<file path="config.mk">
export PLATFORM = sky130hd
export DESIGN_NAME = binary_image_centroid_unit
export DESIGN_NICKNAME = d
export VERILOG_FILES = /design/src/sv/bic_pkg.sv /design/src/sv/bic_accum.sv /design/src/sv/bic_div.sv /design/src/sv/binary_image_centroid_unit.sv
export SDC_FILE = /design/constraint.sdc
export NUM_CORES = 1
export LEC_CHECK = 0
export ABC_AREA = 1
export BUFFER_PORTS_ARGS = -buffer_cell sky130_fd_sc_hd__buf_4
export CORE_MARGIN = 5
export CORE_UTILIZATION = 56
export CTS_CLUSTER_DIAMETER = 120
export CTS_CLUSTER_SIZE = 40
export DETAILED_ROUTE_END_ITERATION = 8
export PLACE_DENSITY = 0.74
export SETUP_SLACK_MARGIN = 0.4
export SLEW_MARGIN = 20
export SYNTH_ARGS = -nofsm -noshare
export SYNTH_HDL_FRONTEND = slang
export SYNTH_SLANG_ARGS = --single-unit
</file>
<file path="constraint.sdc">
create_clock -name clk -period 4.3 [get_ports clk]
set_input_delay 0.215 -clock clk [delete_from_list [all_inputs] [get_ports clk]]
set_output_delay 0.215 -clock clk [all_outputs]
set_load 0.02 [all_outputs]
</file>
<file path="src/sv/bic_pkg.sv">
`default_nettype none

package bic_pkg;

  // Largest frame side in pixels
  localparam int MAX_DIM = 4096;

  // Position counters hold 0 .. MAX_DIM-1
  localparam int POS_W = $clog2(MAX_DIM);
  // Size registers hold 0 .. 2*MAX_DIM-1 (clamped on use)
  localparam int SIZE_W = 13;
  // Pixel count reaches MAX_DIM * MAX_DIM
  localparam int COUNT_W = 2 * POS_W + 1;
  // Sum of positions below MAX_DIM * MAX_DIM * MAX_DIM
  localparam int SUM_W = 3 * POS_W;

  localparam int PIX_W = 8;
  localparam int CFG_INDEX_W = 2;

  // Serial divider step counter
  localparam int STEP_W = $clog2(POS_W + 1);

  // Register indexes on the configuration channel
  localparam logic [CFG_INDEX_W-1:0] REG_FRAME_WIDTH  = CFG_INDEX_W'(0);
  localparam logic [CFG_INDEX_W-1:0] REG_FRAME_HEIGHT = CFG_INDEX_W'(1);

  localparam logic [SIZE_W-1:0] FRAME_WIDTH_RST  = SIZE_W'(640);
  localparam logic [SIZE_W-1:0] FRAME_HEIGHT_RST = SIZE_W'(480);

  // Result beat: center_x, center_y, pixel_count packed, padded to bytes
  localparam int RES_W = 2 * POS_W + COUNT_W;
  localparam int OUT_DATA_W = ((RES_W + 7) / 8) * 8;

  // Divider status toward the sequencer
  typedef struct packed {
    logic busy;
    logic done;
  } div_stat_t;

  // Clamp a size register to 1 .. MAX_DIM
  function automatic logic [SIZE_W-1:0] clamp_size(input logic [SIZE_W-1:0] v);
    logic [SIZE_W-1:0] r;
    begin
      r = v;
      if (v == '0) begin
        r = SIZE_W'(1);
      end else if (v > SIZE_W'(MAX_DIM)) begin
        r = SIZE_W'(MAX_DIM);
      end
      return r;
    end
  endfunction

endpackage

`default_nettype wire

</file>
<file path="src/sv/bic_accum.sv">
`default_nettype none

module bic_accum
  import bic_pkg::*;
(
  input  wire logic               clk,
  input  wire logic               rst,
  input  wire logic               beat,
  input  wire logic [PIX_W-1:0]   pixel,
  input  wire logic [SIZE_W-1:0]  frame_width,
  input  wire logic [SIZE_W-1:0]  frame_height,
  output logic                    frame_end,
  output logic [SUM_W-1:0]        sum_x_upd,
  output logic [SUM_W-1:0]        sum_y_upd,
  output logic [COUNT_W-1:0]      count_upd
);

  logic [POS_W-1:0]   col;
  logic [POS_W-1:0]   row;
  logic [SUM_W-1:0]   sum_x;
  logic [SUM_W-1:0]   sum_y;
  logic [COUNT_W-1:0] count;

  logic [SIZE_W-1:0] w_eff;
  logic [SIZE_W-1:0] h_eff;
  logic              set_pix;
  logic              row_end;

  // Effective frame size and end-of-row / end-of-frame detect
  always_comb begin
    w_eff     = clamp_size(frame_width);
    h_eff     = clamp_size(frame_height);
    set_pix   = (pixel != '0);
    row_end   = ((SIZE_W'(col) + SIZE_W'(1)) >= w_eff);
    frame_end = row_end && ((SIZE_W'(row) + SIZE_W'(1)) >= h_eff);
  end

  // Sums including the current pixel
  always_comb begin
    sum_x_upd = set_pix ? (sum_x + SUM_W'(col)) : sum_x;
    sum_y_upd = set_pix ? (sum_y + SUM_W'(row)) : sum_y;
    count_upd = set_pix ? (count + COUNT_W'(1)) : count;
  end

  // Position counters and accumulators
  always_ff @(posedge clk) begin
    if (rst) begin
      col   <= '0;
      row   <= '0;
      sum_x <= '0;
      sum_y <= '0;
      count <= '0;
    end else if (beat) begin
      if (frame_end) begin
        col   <= '0;
        row   <= '0;
        sum_x <= '0;
        sum_y <= '0;
        count <= '0;
      end else begin
        sum_x <= sum_x_upd;
        sum_y <= sum_y_upd;
        count <= count_upd;
        if (row_end) begin
          col <= '0;
          row <= row + POS_W'(1);
        end else begin
          col <= col + POS_W'(1);
        end
      end
    end
  end

  // Frame end leaves a clean slate
  a_clear_after_frame: assert property (@(posedge clk) disable iff (rst)
    (beat && frame_end) |=> (col == '0 && row == '0 && count == '0 && sum_x == '0))
    else $error("accumulators not cleared after frame end");

  // Column stays inside the largest frame
  a_col_bound: assert property (@(posedge clk) disable iff (rst)
    (beat && !frame_end && !row_end) |=> (col != '0))
    else $error("column counter wrapped");

  // A set pixel raises the count, except at frame end where the count clears
  a_count_step: assert property (@(posedge clk) disable iff (rst)
    (beat && !frame_end && set_pix) |=> (count == $past(count) + COUNT_W'(1)))
    else $error("pixel count did not advance");

endmodule

`default_nettype wire

</file>
<file path="src/sv/bic_div.sv">
`default_nettype none

module bic_div
  import bic_pkg::*;
(
  input  wire logic               clk,
  input  wire logic               rst,
  input  wire logic               start,
  input  wire logic [SUM_W-1:0]   dividend,
  input  wire logic [COUNT_W-1:0] divisor,
  output div_stat_t               stat,
  output logic [POS_W-1:0]        quotient
);

  // The mean is below MAX_DIM, so the upper SUM_W-POS_W quotient bits are
  // zero and the partial remainder can start at the dividend's upper part.
  logic [COUNT_W-1:0] rem;
  logic [POS_W-1:0]   lo;
  logic [STEP_W-1:0]  steps;
  logic               busy;
  logic               done;
  logic [COUNT_W-1:0] dvs;

  logic [COUNT_W:0]   shifted;
  logic [COUNT_W+1:0] diff;
  logic               neg;

  // One restoring-division step
  always_comb begin
    shifted = {rem, lo[POS_W-1]};
    diff    = {1'b0, shifted} - {2'b00, dvs};
    neg     = diff[COUNT_W+1];
  end

  always_ff @(posedge clk) begin
    if (rst) begin
      busy  <= 1'b0;
      done  <= 1'b0;
      steps <= '0;
    end else begin
      done <= 1'b0;
      if (start) begin
        busy  <= 1'b1;
        steps <= STEP_W'(POS_W);
      end else if (busy) begin
        steps <= steps - STEP_W'(1);
        if (steps == STEP_W'(1)) begin
          busy <= 1'b0;
          done <= 1'b1;
        end
      end
    end
  end

  // Datapath: remainder and dividend/quotient shift register
  always_ff @(posedge clk) begin
    if (start) begin
      rem <= COUNT_W'(dividend[SUM_W-1:POS_W]);
      lo  <= dividend[POS_W-1:0];
      dvs <= divisor;
    end else if (busy) begin
      rem <= neg ? shifted[COUNT_W-1:0] : diff[COUNT_W-1:0];
      lo  <= {lo[POS_W-2:0], !neg};
    end
  end

  assign stat.busy = busy;
  assign stat.done = done;
  assign quotient  = lo;

  // Never restarted mid-division
  a_no_restart: assert property (@(posedge clk) disable iff (rst)
    start |-> !busy)
    else $error("divider started while busy");

  // Done closes the run
  a_done_idle: assert property (@(posedge clk) disable iff (rst)
    done |-> (!busy && steps == '0))
    else $error("divider done while still stepping");

  // Remainder stays below the divisor once started
  a_rem_bound: assert property (@(posedge clk) disable iff (rst)
    (busy && !start) |-> (rem < dvs))
    else $error("partial remainder out of range");

endmodule

`default_nettype wire

</file>
<file path="src/sv/binary_image_centroid_unit.sv">
`default_nettype none

// Centroid of the nonzero pixels of a raster frame. Pixels enter on the s_
// stream in raster order, one per beat, up to one per clock; frame_width and
// frame_height (register 0 and 1, clamped to 1..4096) set where rows and the
// frame end. At the last pixel of a frame one result beat is produced on the
// m_ stream: floored mean column and row, the pixel count, and in m_tuser a
// found flag (zero centroid when no pixel was set). The two means come from
// one shared bit-serial divider, run as start, 12 steps and done per mean,
// so after the last pixel the input is held off through both divisions and
// the load state (only the load state when the frame was empty), plus however
// long the previous result still waits on m_tready.
module binary_image_centroid_unit
  import bic_pkg::*;
(
  input  wire logic                   clk,
  input  wire logic                   rst,
  // Pixel stream
  input  wire logic                   s_tvalid,
  output logic                        s_tready,
  input  wire logic [PIX_W-1:0]       s_tdata,    // [7:0] pixel
  // Result stream
  output logic                        m_tvalid,
  input  wire logic                   m_tready,
  output logic [OUT_DATA_W-1:0]       m_tdata,    // [11:0] center_x, [23:12] center_y,
                                                  // [48:24] pixel_count, rest zero
  output logic                        m_tuser,    // [0] found
  // Configuration writes
  input  wire logic                   cfg_valid,
  output logic                        cfg_ready,
  input  wire logic [CFG_INDEX_W-1:0] cfg_index,
  input  wire logic [SIZE_W-1:0]      cfg_data
);

  localparam logic [2:0] S_ACC  = 3'd0;
  localparam logic [2:0] S_DIVX = 3'd1;
  localparam logic [2:0] S_DIVY = 3'd2;
  localparam logic [2:0] S_LOAD = 3'd3;

  logic [2:0] state;
  logic [2:0] state_next;

  logic [SIZE_W-1:0] frame_width;
  logic [SIZE_W-1:0] frame_height;

  logic               beat;
  logic               frame_end;
  logic [SUM_W-1:0]   sum_x_upd;
  logic [SUM_W-1:0]   sum_y_upd;
  logic [COUNT_W-1:0] count_upd;

  logic [SUM_W-1:0]   sum_x_hold;
  logic [SUM_W-1:0]   sum_y_hold;
  logic [COUNT_W-1:0] count_hold;
  logic [POS_W-1:0]   qx;
  logic [POS_W-1:0]   qy;

  logic               div_go;
  logic [SUM_W-1:0]   div_dividend;
  div_stat_t          div_stat;
  logic [POS_W-1:0]   div_quot;

  logic               load;
  logic [POS_W-1:0]   out_x;
  logic [POS_W-1:0]   out_y;
  logic [COUNT_W-1:0] out_count;
  logic               out_found;
  logic               out_valid;

  assign s_tready  = (state == S_ACC);
  assign beat      = s_tvalid && s_tready;
  assign cfg_ready = 1'b1;

  // Configuration registers
  always_ff @(posedge clk) begin
    if (rst) begin
      frame_width  <= FRAME_WIDTH_RST;
      frame_height <= FRAME_HEIGHT_RST;
    end else if (cfg_valid) begin
      if (cfg_index == REG_FRAME_WIDTH) begin
        frame_width <= cfg_data;
      end else if (cfg_index == REG_FRAME_HEIGHT) begin
        frame_height <= cfg_data;
      end
    end
  end

  bic_accum u_accum (
    .clk          (clk),
    .rst          (rst),
    .beat         (beat),
    .pixel        (s_tdata),
    .frame_width  (frame_width),
    .frame_height (frame_height),
    .frame_end    (frame_end),
    .sum_x_upd    (sum_x_upd),
    .sum_y_upd    (sum_y_upd),
    .count_upd    (count_upd)
  );

  assign div_dividend = (state == S_DIVX) ? sum_x_hold : sum_y_hold;

  bic_div u_div (
    .clk      (clk),
    .rst      (rst),
    .start    (div_go),
    .dividend (div_dividend),
    .divisor  (count_hold),
    .stat     (div_stat),
    .quotient (div_quot)
  );

  // Sequencer: accumulate, divide x, divide y, hand to output register
  assign load = (state == S_LOAD) && (!out_valid || m_tready);

  always_comb begin
    state_next = state;
    unique case (state)
      S_ACC: begin
        if (beat && frame_end) begin
          state_next = (count_upd == '0) ? S_LOAD : S_DIVX;
        end
      end
      S_DIVX: begin
        if (div_stat.done) begin
          state_next = S_DIVY;
        end
      end
      S_DIVY: begin
        if (div_stat.done) begin
          state_next = S_LOAD;
        end
      end
      S_LOAD: begin
        if (load) begin
          state_next = S_ACC;
        end
      end
      default: begin
        state_next = S_ACC;
      end
    endcase
  end

  always_ff @(posedge clk) begin
    if (rst) begin
      state  <= S_ACC;
      div_go <= 1'b0;
    end else begin
      state  <= state_next;
      div_go <= ((state == S_ACC) && beat && frame_end && (count_upd != '0)) ||
                ((state == S_DIVX) && div_stat.done);
    end
  end

  // Frame totals and the two means
  always_ff @(posedge clk) begin
    if (beat && frame_end) begin
      sum_x_hold <= sum_x_upd;
      sum_y_hold <= sum_y_upd;
      count_hold <= count_upd;
      qx         <= '0;
      qy         <= '0;
    end else begin
      if ((state == S_DIVX) && div_stat.done) begin
        qx <= div_quot;
      end
      if ((state == S_DIVY) && div_stat.done) begin
        qy <= div_quot;
      end
    end
  end

  // Output register
  always_ff @(posedge clk) begin
    if (rst) begin
      out_valid <= 1'b0;
    end else if (load) begin
      out_valid <= 1'b1;
    end else if (m_tready) begin
      out_valid <= 1'b0;
    end
  end

  always_ff @(posedge clk) begin
    if (load) begin
      out_x     <= qx;
      out_y     <= qy;
      out_count <= count_hold;
      out_found <= (count_hold != '0);
    end
  end

  assign m_tvalid = out_valid;
  assign m_tdata  = OUT_DATA_W'({out_count, out_y, out_x});
  assign m_tuser  = out_found;

  // Pixels are only taken while the divider is idle
  a_acc_div_idle: assert property (@(posedge clk) disable iff (rst)
    (state == S_ACC) |-> !div_stat.busy)
    else $error("pixel input open while divider busy");

  // Found flag agrees with the count it reports
  a_found_count: assert property (@(posedge clk) disable iff (rst)
    m_tvalid |-> (out_found == (out_count != '0)))
    else $error("found flag disagrees with pixel count");

  // Divider done only arrives in a divide state
  a_done_state: assert property (@(posedge clk) disable iff (rst)
    div_stat.done |-> (state == S_DIVX || state == S_DIVY))
    else $error("divider done outside a divide state");

endmodule

`default_nettype wire
</file>
After elaboration in Yosys (flattened, before gate mapping)
Cells that the tools add are included.

Flip-flop bits (word level): 391. Bits of input ports: 28. Output and inout bits: 60. Word-level logic and storage cells: 115.

Add/sub/neg operators: 9. Order comparisons: 4. Eq/ne operators: 9. Muxes and demuxes: 34. Bitwise gates (word level): 2. Reductions and logical operators: 30.

Operator list (count): two-way mux 36 bit (5); two-way mux 25 bit (3); adder 36 x 12 -> 36 bit (2); two-way mux 12 bit (6); two-way mux 13 bit (4); nonzero test 25 bit (2); two-way mux 24 bit (2); subtractor 26 x 25 -> 27 bit (1); adder 12 x 1 -> 13 bit (second input constant) (2); greater-or-equal comparator 13 bit (2); > comparator 13 bit (second input constant) (2); zero test 13 bit (2); adder 25 x 1 -> 25 bit (second input constant) (1); zero test 25 bit (1); adder 12 x 1 -> 12 bit (second input constant) (2); two-way mux 3 bit (4); case mux 3 bit (4 select lines) (1); logical AND 1 bit (9); two-way mux 4 bit (2); nonzero test 8 bit (1); equality test 3 x 2 -> 1 bit (second input constant) (2); two-way mux 1 bit (6); != test 2 x 1 -> 1 bit (second input constant) (3); nonzero test 2 bit (3); 16 further kinds (20).

Depth between registers and ports, before layout
Gate-level depths: netlist of the first run.

Depth after elaboration: 8. Depth in mapped cells: 19. Depth with buffers taken out: 19.

Modules after synthesis
A second synthesis of the first run with hierarchy kept.

Cells, all modules: 2935. Area total of the unflattened synthesis: 21974.8 µm².

By module, submodules not included: bic_accum (times used 1, cells an instance 1744, area an instance 9983.3 µm², sequential area each 2422.3 µm²); binary_image_centroid_unit (times used 1, cells an instance 489, area an instance 7069.3 µm², sequential area each 5495.3 µm²); bic_div (times used 1, cells an instance 702, area an instance 4922.2 µm², sequential area each 1971.9 µm²).

Worst setup path after synthesis of the first run
No wires, ideal clock.

Kind: reg-to-reg. Start point: register u_accum.row[0]. End point: register count_hold[0] (enable). Arrival: 4.294 ns. Data required time: 3.849 ns. Path slack: -0.445 ns. Stages on the path, launching flop included: 15. Path buffers: 0. Period minus slack after synthesis: 4.745 ns. Cell sequence: dfxtp_1 ha_1 nand2_1 nor2_1 inv_1 nor2_1 inv_1 nor3_1 xor2_1 ha_1 nand4_1 or4_1 nand3_1 nand2_2 inv_1.

Word-level cells in the longest chain between the ends: 4.

RTL lines: start: declaration (line bic_accum.sv:19) `logic [POS_W-1:0] row;`; start signal: assignment (line bic_accum.sv:66) `row <= row + POS_W'(1);`; adder 12 x 1 -> 13 bit (line bic_accum.sv:35) `frame_end = row_end && ((SIZE_W'(row) + SIZE_W'(1)) >= h_eff);`; greater-or-equal comparator 13 bit (line bic_accum.sv:35); logical AND 1 bit (line bic_accum.sv:35); logical AND 1 bit (line binary_image_centroid_unit.sv:158) `if (beat && frame_end) begin`; end signal: assignment (line binary_image_centroid_unit.sv:161) `count_hold <= count_upd;`; end: declaration (line binary_image_centroid_unit.sv:54) `logic [COUNT_W-1:0] count_hold;`.

No other way between the ends. A chain may end at the register's enable or synchronous reset.

Worst setup path after layout of the first run
Start point: register u_accum.col[4]. End point: register count_hold[15] (enable).

Word-level cells in the longest chain between the ends: 4.

RTL lines: start: declaration (line bic_accum.sv:18) `logic [POS_W-1:0] col;`; start signal: assignment (line bic_accum.sv:68) `col <= col + POS_W'(1);`; adder 12 x 1 -> 13 bit (line bic_accum.sv:34) `row_end = ((SIZE_W'(col) + SIZE_W'(1)) >= w_eff);`; greater-or-equal comparator 13 bit (line bic_accum.sv:34); logical AND 1 bit (line bic_accum.sv:35); logical AND 1 bit (line binary_image_centroid_unit.sv:158).

No other way between the ends.

==> impl_metrics.tcl, run 1 <==
set metrics [dict create \
    worstPathRequired_ns 4.57 \
    fillers 3133 \
    floorplan.initialDensity 0.567 \
    crit_top_cell "a21oi_1" \
    gr-total-overflow 0 \
    min_period_over_period 0.829 \
    crit_arrival_ns 3.83 \
    final_util 0.616 \
    synthDistinctLibCells 59 \
    hold_violations 0 \
    cap_violations 0 \
    synth_edf_count 208 \
    tritoncts "built" \
    cts_resized 0 \
    io_buffers 79 \
    drtPass1Iterations 5 \
    powerDensity_nw_per_um2 294 \
    h-tree-depth 1 \
    final_nets 2598 \
    drc_errors 0 \
    wl_per_cell_um 16.3 \
    cts_buffers 14 \
    worst_setup_path_end_kind "flop" \
    antenna_found_initial 0 \
    crit_type "flop to flop" \
    vias 16262 \
    postSynthAreaPerCell_um2 8.29 \
    cp_slowest_cell "dfxtp_1" \
    grt_max_degree 83 \
    worst_slack_ns 0.735 \
    tightest_slew_ns 0.889 \
    seq_area_frac_synth 0.491 \
    r2r_start "u_accum.col[4]" \
    final_antenna_net_count 0 \
    crit_start "u_accum.col[4]" \
    clock_sinks 390 \
    cp_max_fo 56 \
    synth-seq-cells 390 \
    root_buffer "clkbuf_16" \
    yosysWarnings 0 \
    clkTransAtPathRegs_ns 0.15 \
    global_route.usage.total 0.239 \
    async_flop_share 0 \
    diodes 0 \
    most-common-layout-cells "nand2_1, inv_1, edfxtp_1" \
    clockBufferDepth 3 \
    dr.first_iter.drc_count 1598 \
    post-place-cells 2905 \
    max-vdd-ir-drop_mv 0.325 \
    grt_pass1_vias 15183 \
    grt_pass1_wl_mm 77.5 \
    critical-path-max-stage-delay_ns 0.44 \
    gp_congestion 0.933 \
    hold-worst-slack_ns 0.112 \
    clock_latency_ns 0.53 \
    dominantRegCellSynth "edfxtp_1" \
    synth_cells 2431 \
    setup_viol 0 \
    min_from "cfg_index[1]" \
    dp.final_hpwl_mm 35.6 \
    io_pins 88 \
    hp-class "primary input to flop" \
    finalMaxSlewViolations 0 \
    drive_gt1_frac 0.0871 \
    routed_wl_mm 48.2 \
    rsz0062_at_grt "false" \
    via_per_inst 5.51 \
    die_h_um 200 \
    fin_crit_ns 3.56 \
    critPathTopFamily "simple AND/OR/NAND/NOR gates" \
    cp-start-kind "flop" \
    p_leak_nw 8.86 \
    netlist_area_um2 20200 \
    fmax_mhz 281 \
    status "finished clean" \
    max_slew_margin 0.406 \
    setup_tns_ns 0 \
    fin_skew_ns 0.0292 \
    crit_chain "and3_4 > nand2_2 > nor3_2 > nand3_1 > xor2_1 > ha_1 > a21oi_1 > o21ai_1 > a21oi_1 > nand3_2 > nand2_4 > inv_6 > nand2_8 > clkinvlp_4 > buf_12" \
    area_delta_synth_final_pct 8.72 \
    crit_buf_inv 3 \
    fin_cells 2951 \
    pre_cts_slack_ns 0.724 \
    fp.dieArea_um2 39900 \
    layout_commonest_cell "nand2_1" \
    core_um2 35600 \
    num_rows 69 \
    die_w_um 200 \
]
where the power goes:
| part | total (W) | internal [W] | switching (W) |
|---|---|---|---|
| logic | 0.000647 | 0.000201 | 0.000446 |
| clock network | 0.00184 | 0.000687 | 0.00115 |
| registers | 0.00396 | 0.00393 | 0.0000337 |
cell usage after synthesis, types with 2 or more instances:
cell | instances | share of area
buf_2 | 15 | 0.0037
or2_1 | 2 | 0.00062
and2_1 | 6 | 0.0019
nand4_1 | 32 | 0.0099
buf_1 | 3 | 0.00056
nand3b_1 | 6 | 0.0022
nand2_2 | 16 | 0.0050
nor3_1 | 38 | 0.0094
a211oi_1 | 9 | 0.0034
a21oi_1 | 195 | 0.048
o21ai_2 | 6 | 0.0026
o211ai_1 | 7 | 0.0026
o21a_1 | 2 | 0.00074
buf_4 | 15 | 0.0056
or2_2 | 7 | 0.0022
edfxtp_1 | 208 | 0.31
dfxtp_1 | 182 | 0.18
ha_1 | 85 | 0.053
a31oi_1 | 5 | 0.0016
nand3_2 | 2 | 0.00099
inv_2 | 6 | 0.0011
a21oi_2 | 7 | 0.0030
nor4_1 | 13 | 0.0040
buf_6 | 2 | 0.0011
clkinv_1 | 4 | 0.00074
nand2_1 | 643 | 0.12
a22oi_1 | 8 | 0.0030
o21ai_1 | 8 | 0.0020
nor2_2 | 15 | 0.0047
clkbuf_1 | 55 | 0.010
a21boi_0 | 2 | 0.00074
conb_1 | 2 | 0.00037
xnor2_1 | 25 | 0.011
nor2_4 | 7 | 0.0039
xor2_1 | 63 | 0.027
fa_1 | 3 | 0.0030
o22ai_1 | 14 | 0.0043
a21o_1 | 9 | 0.0034
nand3_1 | 71 | 0.018
o21ai_0 | 157 | 0.039
inv_1 | 257 | 0.048
o21bai_1 | 4 | 0.0015
or4_1 | 2 | 0.00074
nor2_1 | 198 | 0.037
stage by stage:
step	power [W]	cell area (um^2)
after floorplan	0.00446	20300
after global placement	0.00465	21200
after detailed placement	0.00466	21200
after CTS	0.00646	21800
after global routing	0.00669	21900
final	0.00645	21900
worst register-to-register path, delay by kind of cell (launching register included):
family,cells,cell delay (ns)
adder cells (fa/ha/maj),1,0.30
XOR/XNOR,1,0.24
buffers and inverters,3,0.61
flip-flops,1,0.44
AND/OR/NAND/NOR,7,1.27
AO/OA/AOI/OAI,3,0.41
final timing paths:
kind	endpoint	cells after the start	slack, ns
hold / removal	frame_height[7]	4	0.11
setup reg to reg	count_hold[15]	15	0.74
setup / recovery	count_hold[15]	15	0.74
hold reg to reg	out_y[11]	0	0.45
sequential cells by signal, indices dropped and copies added (netlist names), 13 cells and up:
| signal | flops |
|---|---|
| sum_y_hold | 36 |
| frame_height | 13 |
| count_hold | 25 |
| u_div.rem | 25 |
| u_accum.sum_x | 36 |
| u_div.dvs | 25 |
| out_count | 25 |
| sum_x_hold | 36 |
| u_accum.count | 25 |
| frame_width | 13 |
| u_accum.sum_y | 36 |
final cells by class:
class | instances | area [um^2] | share of cell area
clock buffers | 20 | 394 | 0.0180
well taps | 461 | 577 | 0.0263
clock inverters | 4 | 61.3 | 0.00280
flip-flops and latches | 390 | 9900 | 0.452
repair buffers | 120 | 1020 | 0.0467
multi-input cells | 1689 | 8940 | 0.408
inverters | 267 | 1010 | 0.0461
logic make-up (layout without fill, tap and decap cells):
kind of cell | Yosys count | count (layout) | share of synthesized area
XOR/XNOR | 89 | 89 | 0.0390
AND/OR/NAND/NOR | 1063 | 1063 | 0.222
other | 2 | 8 | 0.000373
buffers and inverters | 358 | 411 | 0.0712
flip-flops | 390 | 390 | 0.491
adder cells (fa/ha/maj) | 88 | 88 | 0.0557
AO/OA/AOI/OAI | 441 | 441 | 0.120
per-layer routing:
metal,part of all wire,vias to the layer above,wire [um],global-route usage
met5,0,-,0,0
met4,0.029,0,1390,0.0609
met3,0.063,75,3030,0.0280
met2,0.46,503,22000,0.388
met1,0.45,7570,21800,0.345
li1,-,8114,-,-
timing repair:
item,4_1_cts,5_1_grt
endpoints found under the hold margin,24,0
endpoints found under the setup margin,0,117
hold buffers,14,0
setup buffers,0,8
No activity file was read; power rests on OpenSTA's default activity.
==> run 2: changes to the inputs <==
CORE_UTILIZATION = 62   (was 56)
PLACE_DENSITY = 0.78   (was 0.74)
clock period = 3.4 ns   (was 4.3 ns; I/O delays follow)
==> run 2 against run 1 <==
  * Count of clock-buffer cells in the layout is the same
  * Maximum frequency grew 11%
  * Clock skew shrank 0.0068 ns
  * Non-clock buffer count grew 33
  * Largest cell class unchanged
  * Largest power group unchanged
==> impl_metrics.tcl, run 2 (synthesized netlist as in run 1, its figures left out) <==
set metrics [dict create \
    area_delta_synth_final_pct 13.6 \
    gp_congestion 0.940 \
    via_per_inst 5.60 \
    setup_tns_ns 0 \
    floorplan.initialDensity 0.624 \
    fillers 2456 \
    layout_commonest_cell "nand2_1" \
    dr.first_iter.drc_count 1378 \
    seq_area_um2 9920 \
    cp-start-kind "flop" \
    pre_cts_slack_ns -0.0138 \
    tightest_slew_ns 1.10 \
    cts_buffers 14 \
    die_h_um 190 \
    p_leak_nw 9.34 \
    crit_arrival_ns 3.66 \
    use_met1 0.378 \
    powerDensity_nw_per_um2 366 \
    routed_wl_mm 50.3 \
    grt_pass1_wl_mm 78.2 \
    dp.final_hpwl_mm 34.6 \
    grt_pass1_vias 15549 \
    p_sw_frac 0.256 \
    multi_input_comb_area_um2 9390 \
    finalMaxSlewViolations 0 \
    tritoncts "built" \
    cp_max_fo 9 \
    dpl_cell_area_um2 21300 \
    comb_power_share 0.127 \
    fin_area_um2 22900 \
    seq_power_share 0.599 \
    drc_errors 0 \
    root_buffer "clkbuf_16" \
    setup_viol 0 \
    max-vdd-ir-drop_mv 0.339 \
    fin_cells 2966 \
    post-place-cells 2898 \
    core_um2 32300 \
    rsz0062_at_grt "true" \
    crit_type "flop to flop" \
    min_period_over_period 0.945 \
    worst_slack_ns 0.187 \
    final_nets 2632 \
    switchingPower_w 0.00214 \
    die_w_um 190 \
    hold_violations 0 \
    num_rows 66 \
    cap_violations 0 \
    grt_max_degree 77 \
    worst_setup_path_end_kind "flop" \
    grt.busiest_layer "met2" \
    clockBufferDepth 3 \
    status "finished clean" \
    wl_per_cell_um 17.0 \
    max_slew_margin 0.264 \
    clock_sinks 390 \
    fp.dieArea_um2 36200 \
    hold-worst-slack_ns 0.00837 \
    fmax_mhz 311 \
    drtPass1Iterations 7 \
    fin_skew_ns 0.0224 \
    clkPwrFrac 0.274 \
    global_route.usage.total 0.262 \
    fin_crit_ns 3.21 \
    antenna_found_initial 0 \
    met3_usage 0.0179 \
    internal_power_w 0.00623 \
    diodes 0 \
    hp-class "primary input to flop" \
    io_pins 88 \
    most-common-layout-cells "nand2_1, inv_1, edfxtp_1" \
    io_buffers 79 \
    final_antenna_net_count 0 \
    vias 16598 \
    worstPathRequired_ns 3.85 \
    gr-usage-met2 0.444 \
    clock_latency_ns 0.53 \
    drive_gt1_frac 0.133 \
    h-tree-depth 1 \
    gr-total-overflow 0 \
    clkTransAtPathRegs_ns 0.15 \
]
==> run 2: cell count changes in the layout (fill, tap and decap cells not counted), moves of 8 or more <==
cell       previous run  this run
nand2_4               3        21
buf_6                 0         8
a21oi_2               7        37
a21oi_1             194       163
buf_4                99       108
nand2_1             640       620
clkbuf_16            15        24
==> run 2: per-layer routing <==
layer	part of all wire	routed length, um
met3	0.071	3550
met4	0.025	1250
met1	0.43	21700
met5	0	0
met2	0.47	23800
==> run 2: critical path: stages (launching register included) <==
cell and delay [ns]:
dfxtp_2 0.36, nor4_2 0.29, nand4_1 0.17, nor4_4 0.19, nor2_1 0.11, inv_2 0.10
buf_2 0.14, nand2_1 0.06, ha_1 0.30, nand4_1 0.10, o221ai_1 0.11, nand3_1 0.10
nand3_2 0.12, buf_4 0.17, a21oi_4 0.21, buf_12 0.22, clkbuf_16 0.20, nand2_1 0.06
a21oi_1 0.14
==> run 2: layout make-up <==
type	count	share of cell area
sequential	390	0.433
multi-input combinational	1689	0.410
timing repair buffer	153	0.0683
inverter	267	0.0442
tap	442	0.0242
clock buffer	20	0.0172
clock inverter	4	0.00257
timing repair inverter	1	0.000164
==> run 2: worst paths after layout <==
path	from	endpoint	slack, ns	depth (start not counted)
worst max-delay path	frame_width[4]	u_accum.sum_y[28]	0.19	18
worst min register to register	qy[3]	out_y[3]	0.45	0
worst max register to register	frame_width[4]	u_accum.sum_y[28]	0.19	18
worst min-delay path	s_tvalid	u_accum.col[2]	0.008	4
==> run 2: timing repair <==
action | in CTS | in global routing
setup buffers | 6 | 8
resized for setup | 23 | 117
pin swaps | 5 | 32
endpoints found under the hold margin | 26 | 0
setup endpoints to repair | 227 | 260
hold buffers | 14 | 0
cloned | 3 | 13
==> run 2: per-stage QoR <==
| step | util | total power, W |
|---|---|---|
| floorplan | - | 0.00564 |
| global placement | 0.660 | 0.00584 |
| detailed placement | 0.660 | 0.00586 |
| CTS | 0.685 | 0.00817 |
| global route | 0.709 | 0.00868 |
| finish | 0.709 | 0.00837 |
==> run 2: power by group through the flow <==
stage               Clock, W  Sequential [W]  Combinational [W]
floorplan                  0         0.00510           0.000532
global placement           0         0.00511           0.000726
detailed placement         0         0.00512           0.000742
CTS                  0.00233         0.00501           0.000832
global route         0.00252         0.00502            0.00114
finish               0.00229         0.00501            0.00106
